**config.mk**
```make
export PLATFORM = sky130hd
export DESIGN_NAME = spi_master_controller
export DESIGN_NICKNAME = d
export VERILOG_FILES = /design/src/sv/spim_pkg.sv /design/src/sv/spim_fifo.sv /design/src/sv/spim_front.sv /design/src/sv/spim_back.sv /design/src/sv/spi_master_controller.sv
export SDC_FILE = /design/constraint.sdc
export NUM_CORES = 1
export LEC_CHECK = 0
export ABC_AREA = 1
export ABC_CLOCK_PERIOD_IN_PS = 2700
export BUFFER_PORTS_ARGS = -buffer_cell sky130_fd_sc_hd__buf_2
export CORE_MARGIN = 2
export CORE_UTILIZATION = 54
export CTS_BUF_LIST = sky130_fd_sc_hd__clkbuf_16
export DETAILED_ROUTE_END_ITERATION = 7
export GPL_ROUTABILITY_DRIVEN = 0
export PLACE_DENSITY_LB_ADDON = 0.12
export SETUP_SLACK_MARGIN = 0.05
export SYNTH_ARGS = -nofsm -noshare
export SYNTH_HDL_FRONTEND = slang
export SYNTH_HIERARCHICAL = 1
export SYNTH_SLANG_ARGS = --single-unit
```
**constraint.sdc**
```tcl
create_clock -name clock -period 2.7 [get_ports clock]
set_input_delay 0.135 -clock clock [delete_from_list [all_inputs] [get_ports clock]]
set_output_delay 0.135 -clock clock [all_outputs]
set_load 0.01 [all_outputs]
```
**src/sv/spim_pkg.sv**
```systemverilog
// shared types and constants of the spi master controller
package spim_pkg;

   // bus operation codes carried by an input beat
   typedef enum logic [1:0] {
      OP_TICK        = 2'd0,
      OP_WRITE       = 2'd1,
      OP_READ_DATA   = 2'd2,
      OP_READ_STATUS = 2'd3
   } op_type;

   // configuration register indexes
   typedef enum logic [2:0] {
      CSR_ENABLE          = 3'd0,
      CSR_WORD_16         = 3'd1,
      CSR_CLOCK_MODE_HIGH = 3'd2,
      CSR_PRESCALER       = 3'd3,
      CSR_SELECT_OE       = 3'd4
   } csr_index_type;

   localparam int CSR_INDEX_W = 3;
   localparam int CSR_DATA_W  = 3;
   localparam int WORD_W      = 16;
   localparam int BITS_W      = 5;

   // depth of the command queue and of the result queue
   localparam int QUEUE_DEPTH = 2;
   localparam int QUEUE_PTR_W = (QUEUE_DEPTH > 1) ? $clog2(QUEUE_DEPTH) : 1;
   localparam int QUEUE_CNT_W = $clog2(QUEUE_DEPTH + 1);

   // classified command, front to back
   typedef struct packed {
      logic              is_tick;
      logic              is_write;
      logic              is_read_data;
      logic              is_read_status;
      logic [WORD_W-1:0] write_data;
      logic              miso;
   } cmd_type;

   // one result beat
   typedef struct packed {
      logic [WORD_W-1:0] read_data;
      logic              tx_empty;
      logic              rx_not_empty;
      logic              busy_res;
      logic              overrun;
      logic              sclk_out;
      logic              mosi_out;
      logic              select_out;
   } rsp_type;

   // configuration write beat
   typedef struct packed {
      logic                   write_enable;
      logic [CSR_INDEX_W-1:0] index;
      logic [CSR_DATA_W-1:0]  write_data;
   } csr_type;

endpackage

```
**src/sv/spim_fifo.sv**
```systemverilog
// small register queue used between the front, the back and the result ports
module spim_fifo
   import spim_pkg::*;
#(
   parameter type item_type = logic
) (
   input  logic     clock,
   input  logic     reset,
   input  logic     push,
   input  item_type push_data,
   output logic     full,
   input  logic     pop,
   output item_type pop_data,
   output logic     empty
);

   item_type                 mem_ff [QUEUE_DEPTH];
   logic [QUEUE_PTR_W-1:0]   wr_ptr_ff, wr_ptr_in;
   logic [QUEUE_PTR_W-1:0]   rd_ptr_ff, rd_ptr_in;
   logic [QUEUE_CNT_W-1:0]   count_ff, count_in;
   logic                     do_push, do_pop;

   assign full     = (count_ff == QUEUE_CNT_W'(QUEUE_DEPTH));
   assign empty    = (count_ff == '0);
   assign do_push  = push && !full;
   assign do_pop   = pop && !empty;
   assign pop_data = mem_ff[rd_ptr_ff];

   always_comb begin
      wr_ptr_in = wr_ptr_ff;
      rd_ptr_in = rd_ptr_ff;
      count_in  = count_ff;
      if (do_push) begin
         wr_ptr_in = (wr_ptr_ff == QUEUE_PTR_W'(QUEUE_DEPTH - 1)) ? '0 : wr_ptr_ff + 1'b1;
      end
      if (do_pop) begin
         rd_ptr_in = (rd_ptr_ff == QUEUE_PTR_W'(QUEUE_DEPTH - 1)) ? '0 : rd_ptr_ff + 1'b1;
      end
      if (do_push && !do_pop) begin
         count_in = count_ff + 1'b1;
      end else if (do_pop && !do_push) begin
         count_in = count_ff - 1'b1;
      end
   end

   always_ff @(posedge clock) begin
      if (reset) begin
         wr_ptr_ff <= '0;
         rd_ptr_ff <= '0;
         count_ff  <= '0;
      end else begin
         wr_ptr_ff <= wr_ptr_in;
         rd_ptr_ff <= rd_ptr_in;
         count_ff  <= count_in;
      end
   end

   always_ff @(posedge clock) begin
      if (do_push) begin
         mem_ff[wr_ptr_ff] <= push_data;
      end
   end

endmodule

```
**src/sv/spim_front.sv**
```systemverilog
// front end: accepts input beats, classifies the operation, queues commands
module spim_front
   import spim_pkg::*;
(
   input  logic              clock,
   input  logic              reset,
   input  logic              push,
   output logic              full,
   input  logic [1:0]        req_operation,
   input  logic [WORD_W-1:0] req_write_data,
   input  logic              req_miso_in,
   input  logic              cmd_pop,
   output cmd_type           cmd,
   output logic              cmd_empty
);

   cmd_type decoded;

   always_comb begin
      decoded                = '0;
      decoded.write_data     = req_write_data;
      decoded.miso           = req_miso_in;
      case (op_type'(req_operation))
         OP_TICK:        decoded.is_tick        = 1'b1;
         OP_WRITE:       decoded.is_write       = 1'b1;
         OP_READ_DATA:   decoded.is_read_data   = 1'b1;
         OP_READ_STATUS: decoded.is_read_status = 1'b1;
         default:        decoded.is_tick        = 1'b0;
      endcase
   end

   spim_fifo #(.item_type(cmd_type)) u_cmd_queue (
      .clock     (clock),
      .reset     (reset),
      .push      (push),
      .push_data (decoded),
      .full      (full),
      .pop       (cmd_pop),
      .pop_data  (cmd),
      .empty     (cmd_empty)
   );

endmodule

```
**src/sv/spim_back.sv**
```systemverilog
// back end: configuration, transmit and receive buffers, shifter and sck divider
module spim_back
   import spim_pkg::*;
#(
   parameter int PRESCALER_STEPS = 8
) (
   input  logic    clock,
   input  logic    reset,
   input  csr_type csr,
   input  cmd_type cmd,
   input  logic    cmd_empty,
   output logic    cmd_pop,
   input  logic    rsp_full,
   output logic    rsp_push,
   output rsp_type rsp
);

   localparam int HALF_W = PRESCALER_STEPS;

   // configuration
   logic enable_ff, word_16_ff, mode_high_ff, select_oe_ff;
   logic [2:0] prescaler_ff;

   // transfer state
   logic [WORD_W-1:0] tx_buffer_ff, tx_buffer_in;
   logic              tx_full_ff, tx_full_in;
   logic [WORD_W-1:0] shift_word_ff, shift_word_in;
   logic [WORD_W-1:0] rx_buffer_ff, rx_buffer_in;
   logic              rx_full_ff, rx_full_in;
   logic              overrun_ff, overrun_in;
   logic [BITS_W-1:0] bits_left_ff, bits_left_in;
   logic [HALF_W-1:0] half_count_ff, half_count_in;
   logic              clock_level_ff, clock_level_in;
   logic              shifting_ff, shifting_in;
   logic              mosi_ff, mosi_in;

   logic              execute;
   logic [WORD_W-1:0] word_mask, loaded, shifted;
   logic [2:0]        eff_prescaler;
   logic [HALF_W-1:0] period, count_next;
   logic              overrun_shown;

   assign execute  = !cmd_empty && !rsp_full;
   assign cmd_pop  = execute;
   assign rsp_push = execute;

   assign word_mask     = word_16_ff ? 16'hFFFF : 16'h00FF;
   assign loaded        = tx_buffer_ff & word_mask;
   assign shifted       = {shift_word_ff[WORD_W-2:0], cmd.miso} & word_mask;
   assign eff_prescaler = (32'(prescaler_ff) >= PRESCALER_STEPS)
                          ? 3'(PRESCALER_STEPS - 1) : prescaler_ff;
   assign period        = HALF_W'(1) << eff_prescaler;
   assign count_next    = half_count_ff + 1'b1;

   always_comb begin
      tx_buffer_in   = tx_buffer_ff;
      tx_full_in     = tx_full_ff;
      shift_word_in  = shift_word_ff;
      rx_buffer_in   = rx_buffer_ff;
      rx_full_in     = rx_full_ff;
      overrun_in     = overrun_ff;
      bits_left_in   = bits_left_ff;
      half_count_in  = half_count_ff;
      clock_level_in = clock_level_ff;
      shifting_in    = shifting_ff;
      mosi_in        = mosi_ff;

      if (cmd.is_tick && enable_ff) begin
         if (!shifting_ff) begin
            if (tx_full_ff) begin
               shift_word_in  = loaded;
               tx_full_in     = 1'b0;
               bits_left_in   = word_16_ff ? BITS_W'(16) : BITS_W'(8);
               half_count_in  = '0;
               clock_level_in = mode_high_ff;
               mosi_in        = word_16_ff ? loaded[15] : loaded[7];
               shifting_in    = 1'b1;
            end
         end else if (count_next < period) begin
            half_count_in = count_next;
         end else begin
            half_count_in  = '0;
            clock_level_in = !clock_level_ff;
            if (!clock_level_ff) begin
               // rising sck: sample miso
               shift_word_in = shifted;
               if (bits_left_ff != '0) begin
                  bits_left_in = bits_left_ff - 1'b1;
               end
            end else if (bits_left_ff != '0) begin
               // falling sck: drive next bit
               mosi_in = word_16_ff ? shift_word_ff[15] : shift_word_ff[7];
            end
            if (bits_left_in == '0 && clock_level_in == mode_high_ff) begin
               if (rx_full_ff) begin
                  overrun_in = 1'b1;
               end
               rx_buffer_in = shift_word_in & word_mask;
               rx_full_in   = 1'b1;
               shifting_in  = 1'b0;
            end
         end
      end

      if (cmd.is_write) begin
         tx_buffer_in = cmd.write_data;
         tx_full_in   = 1'b1;
      end
      if (cmd.is_read_data) begin
         rx_full_in = 1'b0;
      end

      overrun_shown = overrun_in;
      if (cmd.is_read_status) begin
         overrun_in = 1'b0;
      end

      rsp.read_data    = cmd.is_read_data ? rx_buffer_ff : '0;
      rsp.tx_empty     = !tx_full_in;
      rsp.rx_not_empty = rx_full_in;
      rsp.busy_res     = shifting_in || tx_full_in;
      rsp.overrun      = overrun_shown;
      rsp.sclk_out     = shifting_in ? clock_level_in : mode_high_ff;
      rsp.mosi_out     = mosi_in;
      rsp.select_out   = !(enable_ff && select_oe_ff);
   end

   always_ff @(posedge clock) begin
      if (reset) begin
         enable_ff    <= 1'b0;
         word_16_ff   <= 1'b0;
         mode_high_ff <= 1'b0;
         prescaler_ff <= '0;
         select_oe_ff <= 1'b0;
      end else if (csr.write_enable) begin
         case (csr.index)
            CSR_ENABLE:          enable_ff    <= csr.write_data[0];
            CSR_WORD_16:         word_16_ff   <= csr.write_data[0];
            CSR_CLOCK_MODE_HIGH: mode_high_ff <= csr.write_data[0];
            CSR_PRESCALER:       prescaler_ff <= csr.write_data;
            CSR_SELECT_OE:       select_oe_ff <= csr.write_data[0];
            default:             enable_ff    <= enable_ff;
         endcase
      end
   end

   always_ff @(posedge clock) begin
      if (reset) begin
         tx_buffer_ff   <= '0;
         tx_full_ff     <= 1'b0;
         shift_word_ff  <= '0;
         rx_buffer_ff   <= '0;
         rx_full_ff     <= 1'b0;
         overrun_ff     <= 1'b0;
         bits_left_ff   <= '0;
         half_count_ff  <= '0;
         clock_level_ff <= 1'b0;
         shifting_ff    <= 1'b0;
         mosi_ff        <= 1'b0;
      end else if (execute) begin
         tx_buffer_ff   <= tx_buffer_in;
         tx_full_ff     <= tx_full_in;
         shift_word_ff  <= shift_word_in;
         rx_buffer_ff   <= rx_buffer_in;
         rx_full_ff     <= rx_full_in;
         overrun_ff     <= overrun_in;
         bits_left_ff   <= bits_left_in;
         half_count_ff  <= half_count_in;
         clock_level_ff <= clock_level_in;
         shifting_ff    <= shifting_in;
         mosi_ff        <= mosi_in;
      end
   end

endmodule

```
**src/sv/spi_master_controller.sv**
```systemverilog
// top level of the spi master controller
//
//   channel  | ports                              | beat taken when
//   ---------+------------------------------------+-------------------------
//   request  | push, full, req_*                  | push high, full low
//   response | empty, pop, rsp_*                  | pop high, empty low
//   config   | csr_write_enable, csr_index, data  | csr_write_enable high
//
// one beat per cycle sustained while the result queue has room: each beat is one register update of the back end
// an accepted request beat is registered in the command queue, then the back end
// writes its response beat into the result queue
// reset is synchronous; both queues come out empty and all back end registers read zero
// a stalled response side fills the result queue, then the command queue,
// and full rises only once both are full
module spi_master_controller
   import spim_pkg::*;
#(
   parameter int PRESCALER_STEPS = 8
) (
   input  logic                   clock,
   input  logic                   reset,
   // request side
   input  logic                   push,
   output logic                   full,
   input  logic [1:0]             req_operation,
   input  logic [WORD_W-1:0]      req_write_data,
   input  logic                   req_miso_in,
   // response side
   output logic                   empty,
   input  logic                   pop,
   output logic [WORD_W-1:0]      rsp_read_data,
   output logic                   rsp_tx_empty,
   output logic                   rsp_rx_not_empty,
   output logic                   rsp_busy_res,
   output logic                   rsp_overrun,
   output logic                   rsp_sclk_out,
   output logic                   rsp_mosi_out,
   output logic                   rsp_select_out,
   // configuration
   input  logic                   csr_write_enable,
   input  logic [CSR_INDEX_W-1:0] csr_index,
   input  logic [CSR_DATA_W-1:0]  csr_write_data
);

   cmd_type cmd;
   logic    cmd_empty, cmd_pop;
   rsp_type rsp_new, rsp_head;
   logic    rsp_full, rsp_push;
   csr_type csr;

   assign csr.write_enable = csr_write_enable;
   assign csr.index        = csr_index;
   assign csr.write_data   = csr_write_data;

   // front: classify the beat and queue it
   spim_front u_front (
      .clock          (clock),
      .reset          (reset),
      .push           (push),
      .full           (full),
      .req_operation  (req_operation),
      .req_write_data (req_write_data),
      .req_miso_in    (req_miso_in),
      .cmd_pop        (cmd_pop),
      .cmd            (cmd),
      .cmd_empty      (cmd_empty)
   );

   // back: runs one command per cycle while the result queue has room
   spim_back #(.PRESCALER_STEPS(PRESCALER_STEPS)) u_back (
      .clock     (clock),
      .reset     (reset),
      .csr       (csr),
      .cmd       (cmd),
      .cmd_empty (cmd_empty),
      .cmd_pop   (cmd_pop),
      .rsp_full  (rsp_full),
      .rsp_push  (rsp_push),
      .rsp       (rsp_new)
   );

   // result queue decouples the back end from the consumer
   spim_fifo #(.item_type(rsp_type)) u_rsp_queue (
      .clock     (clock),
      .reset     (reset),
      .push      (rsp_push),
      .push_data (rsp_new),
      .full      (rsp_full),
      .pop       (pop),
      .pop_data  (rsp_head),
      .empty     (empty)
   );

   assign rsp_read_data    = rsp_head.read_data;
   assign rsp_tx_empty     = rsp_head.tx_empty;
   assign rsp_rx_not_empty = rsp_head.rx_not_empty;
   assign rsp_busy_res     = rsp_head.busy_res;
   assign rsp_overrun      = rsp_head.overrun;
   assign rsp_sclk_out     = rsp_head.sclk_out;
   assign rsp_mosi_out     = rsp_head.mosi_out;
   assign rsp_select_out   = rsp_head.select_out;

endmodule

```
==> summary.txt <==
Status
  • Status: finished with violations
  • Failing checks: design-rule violations

STA
  • Peak Freq: approximately 0.4 GHz
  • Final hold vios: 0
  • Least-Margin Pin Slew: ~1.1 ns
  • Tcrit/Tclk final: between 90% and 100%
  • Skew final: ~0.0088 ns
  • Min cycle time layout: between 2 and 3 ns
  • # setup viols final: 0
  • RSZ-0062 raised after global routing: yes
  • WHS: 0.0174 ns
  • Slew margin rel.: 29.4%
  • Slew Viols, Final: 0

Power and ir drop
  • Pwr Total: 7670 uW
  • Cell Pwr Density: about 850 nW/um2
  • Max VDD drop: 552 uV
  • Static Leak: approximately 0.0037 uW

Logic synthesis
  • Post-synth EDFFs: 88
  • Cell taking the most area after synthesis: edfxtp_1
  • Seq cells post-synth: about 170
  • Post-synth top cells: nand2_1, nor2_1, edfxtp_1
  • FFs w/ async S/R, synth: 0%
  • Synth warn: 6
  • Synth top area cells: edfxtp_1, dfxtp_1, nand2_1
  • Mean area per synthesized cell: between 9 and 10 um2
  • Syn Inst Count: around 800
  • Yosys top cell area share: between 30% and 40%
  • Register area share after synthesis: 56.3%
  • Primary FF master, synth: edfxtp_1
  • Synthesized cell area: around 7700 um2
  • Syn Nets: 862
  • Count leader, synth: nand2_1
  • Distinct cells, synth: 43

Detailed routing
  • Wire per inst: about 14 um
  • Routed wl met2: between 7000 and 8000 um
  • Initial DRC Count: about 470
  • Top routing layer used: met4
  • Routed wl met3: approximately 670 um
  • Vias: roughly 5700
  • DRC: 2
  • Avg Vias per Cell: just over 5
  • Routed WL: between 15000 and 20000 um
  • Total iterations of the first detailed-routing run: 8
  • Post-route ant nets: 0
  • M1 WL: approximately 7000 um

Worst setup path
  • Setup Crit Path Kind: flip-flop to flip-flop
  • Crit. End Element: flip-flop
  • Critical path arrival: about 2.8 ns
  • R2R Path Start: u_back/half_count_ff[1]$_SDFFE_PP0P_
  • Reg2reg end: u_back/rx_buffer_ff[6]$_SDFFE_PP0P_
  • Register-to-Register Path Depth: 16
  • Worst-path fanout max: 5
  • CP required: 3.01 ns
  • Setup slack, reg-to-reg: between 0.15 and 0.2 ns
  • Nature of the critical path startpoint: flip-flop

Run
  • Max cap viols: 0

Clock tree
  • CTS sink count: 172
  • Number of CTS-inserted buffers: 17
  • Max clock buf depth: 2
  • Clock Latency Late Sink: around 0.42 ns
  • CTS tree: done
  • Clock transition at the registers of the reported paths: about 0.060 ns
  • Clk root buf: clkbuf_16
  • H-tree levels: 4

Final layout
  • Design area: 8980 um2
  • Final Util: ~65%
  • # diodes: 0
  • Post-Layout Cell Count: 1095
  • Share of layout cells above drive strength 1: roughly a fifth
  • Area Overhead vs Synth: 17.0%
  • Layout Nets: roughly 940

Global route
  • Largest net degree at the start of global routing: 41
  • Total gr overflow: 0
  • Total Routing Usage GR: between 20% and 30%
  • Vias in the first global route: 5324
  • First-pass GRT wire length: ~25000 um
  • Initial antenna violation count: 0

Place
  • Port bufs: 54
  • Area after DPL: 8120 um2
  • Inst Count DP: a little over 1000
  • DP Wirelength: a little over 10000 um

Min path
  • Hold Path Class: primary input to flip-flop
  • Min-Delay Path Depth: 3
  • Hold path start: csr_write_enable
  • Hold endpoint: u_back/select_oe_ff$_SDFFE_PP0P_

Die
  • Die W: around 120 um
  • Core area: 13900 um2
  • Die Y: about 120 um
  • # rows: between 40 and 50
  • Die Area: around 15000 um2
  • Ports: between 50 and 60
  • Initial cell density of the core: a little under three fifths
-- cell usage in the layout, fill, tap and decap left out, types with 18 or more instances in the layout --
cell           count
buf_2             54
edfxtp_1          88
nor2_1            86
buf_4             21
mux2_2            44
a21oi_1           50
clkbuf_16         18
o21ai_0           60
nand2_1          167
nand3_1           41
dlygate4sd3_1     19
inv_1             84
dfxtp_1           81
-- where the power goes --
group | leakage [uW] | total (uW) | switching, uW | internal (uW)
registers | 0.00151 | 3440 | 180 | 3260
clock network | 0.000271 | 2260 | 993 | 1270
logic | 0.00189 | 1960 | 1210 | 752
total | 0.00367 | 7670 | 2380 | 5280
-- state kept, by name, summed over array words and instances, names as in the netlist, 2 cells and up, named ones only --
name,flops
u_rsp_queue/mem_ff,46
u_front/u_cmd_queue/mem_ff,42
u_back/rx_buffer_ff,16
u_back/shift_word_ff,16
u_back/tx_buffer_ff,16
u_back/half_count_ff,8
u_back/bits_left_ff,5
u_back/eff_prescaler,3
u_front/u_cmd_queue/count_ff,2
u_rsp_queue/count_ff,2
-- layout make-up --
class / instances / area (um2)
well taps: 180 / 225
multi-input cells: 525 / 2870
inverters: 89 / 339
fillers: 1134 / 4900
flip-flops and latches: 172 / 4330
clock inverters: 15 / 124
clock buffers: 17 / 425
repair buffers: 97 / 674
-- kinds of logic after synthesis --
family                   Yosys count  synth area share (%)
AO/OA/AOI/OAI                    135                  9.56
XOR/XNOR                           5                 0.570
adder cells (fa/ha/maj)           11                  1.79
buffers and inverters            125                  7.10
flip-flops                       172                  56.3
multiplexers                      44                  6.45
AND/OR/NAND/NOR                  329                  18.2
-- metrics by stage --
stage / setup WS, ns / setup TNS [ns]
2_1_floorplan: 0.171 / 0
3_3_place_gp: 0.132 / 0
3_5_place_dp: -0.0239 / -0.0515
4_1_cts: 0.0519 / 0
5_1_grt: 0.0268 / 0
6_report: 0.188 / 0
-- worst max-delay path by stage --
stage	from	to	cells after the start
final	u_back/half_count_ff[1]$_SDFFE_PP0P_	u_back/rx_buffer_ff[6]$_SDFFE_PP0P_	16
after global routing	u_back/half_count_ff[1]$_SDFFE_PP0P_	u_back/shift_word_ff[15]$_SDFFE_PP0P_	17
after CTS	u_back/half_count_ff[1]$_SDFFE_PP0P_	u_back/rx_buffer_ff[1]$_SDFFE_PP0P_	16
after detailed placement	u_back/half_count_ff[1]$_SDFFE_PP0P_	u_back/shift_word_ff[13]$_SDFFE_PP0P_	17
after global placement	u_back/half_count_ff[1]$_SDFFE_PP0P_	u_back/shift_word_ff[15]$_SDFFE_PP0P_	17
after floorplan	u_rsp_queue/count_ff[0]$_SDFFE_PP0P_	u_rsp_queue/mem_ff[1][0]$_DFFE_PP_	6
-- routing by layer --
| metal | vias to the layer above | GRT usage [%] |
|---|---|---|
| met5 | - | 0 |
| met4 | 0 | 7.67 |
| met3 | 10 | 4.52 |
| met2 | 145 | 33.9 |
| met1 | 2622 | 27.3 |
| li1 | 2905 | - |
-- worst max-delay path, stage by stage (launching register included) --
cell     delay, ns
dfxtp_2       0.36
nand3_2       0.10
nor2_2        0.10
inv_1         0.07
nor2_2        0.09
nand2_1       0.07
xor2_1        0.13
inv_1         0.10
ha_4          0.28
nand2_1       0.06
o21a_1        0.23
nand2_4       0.12
inv_1         0.07
nor2_2        0.19
nand3_2       0.17
o21ai_0       0.20
nor2_1        0.06
-- repair_timing --
| action | in CTS | in global routing |
|---|---|---|
| cloned | 0 | 2 |
| hold buffers | 19 | 0 |
| buffers inserted | 1 | 3 |
| resized for setup | 6 | 13 |
| endpoints found under the setup margin | 16 | 55 |
| pin swaps | 1 | 2 |
| hold endpoints to repair | 36 | 0 |
No activity file was read; power rests on OpenSTA's default activity.
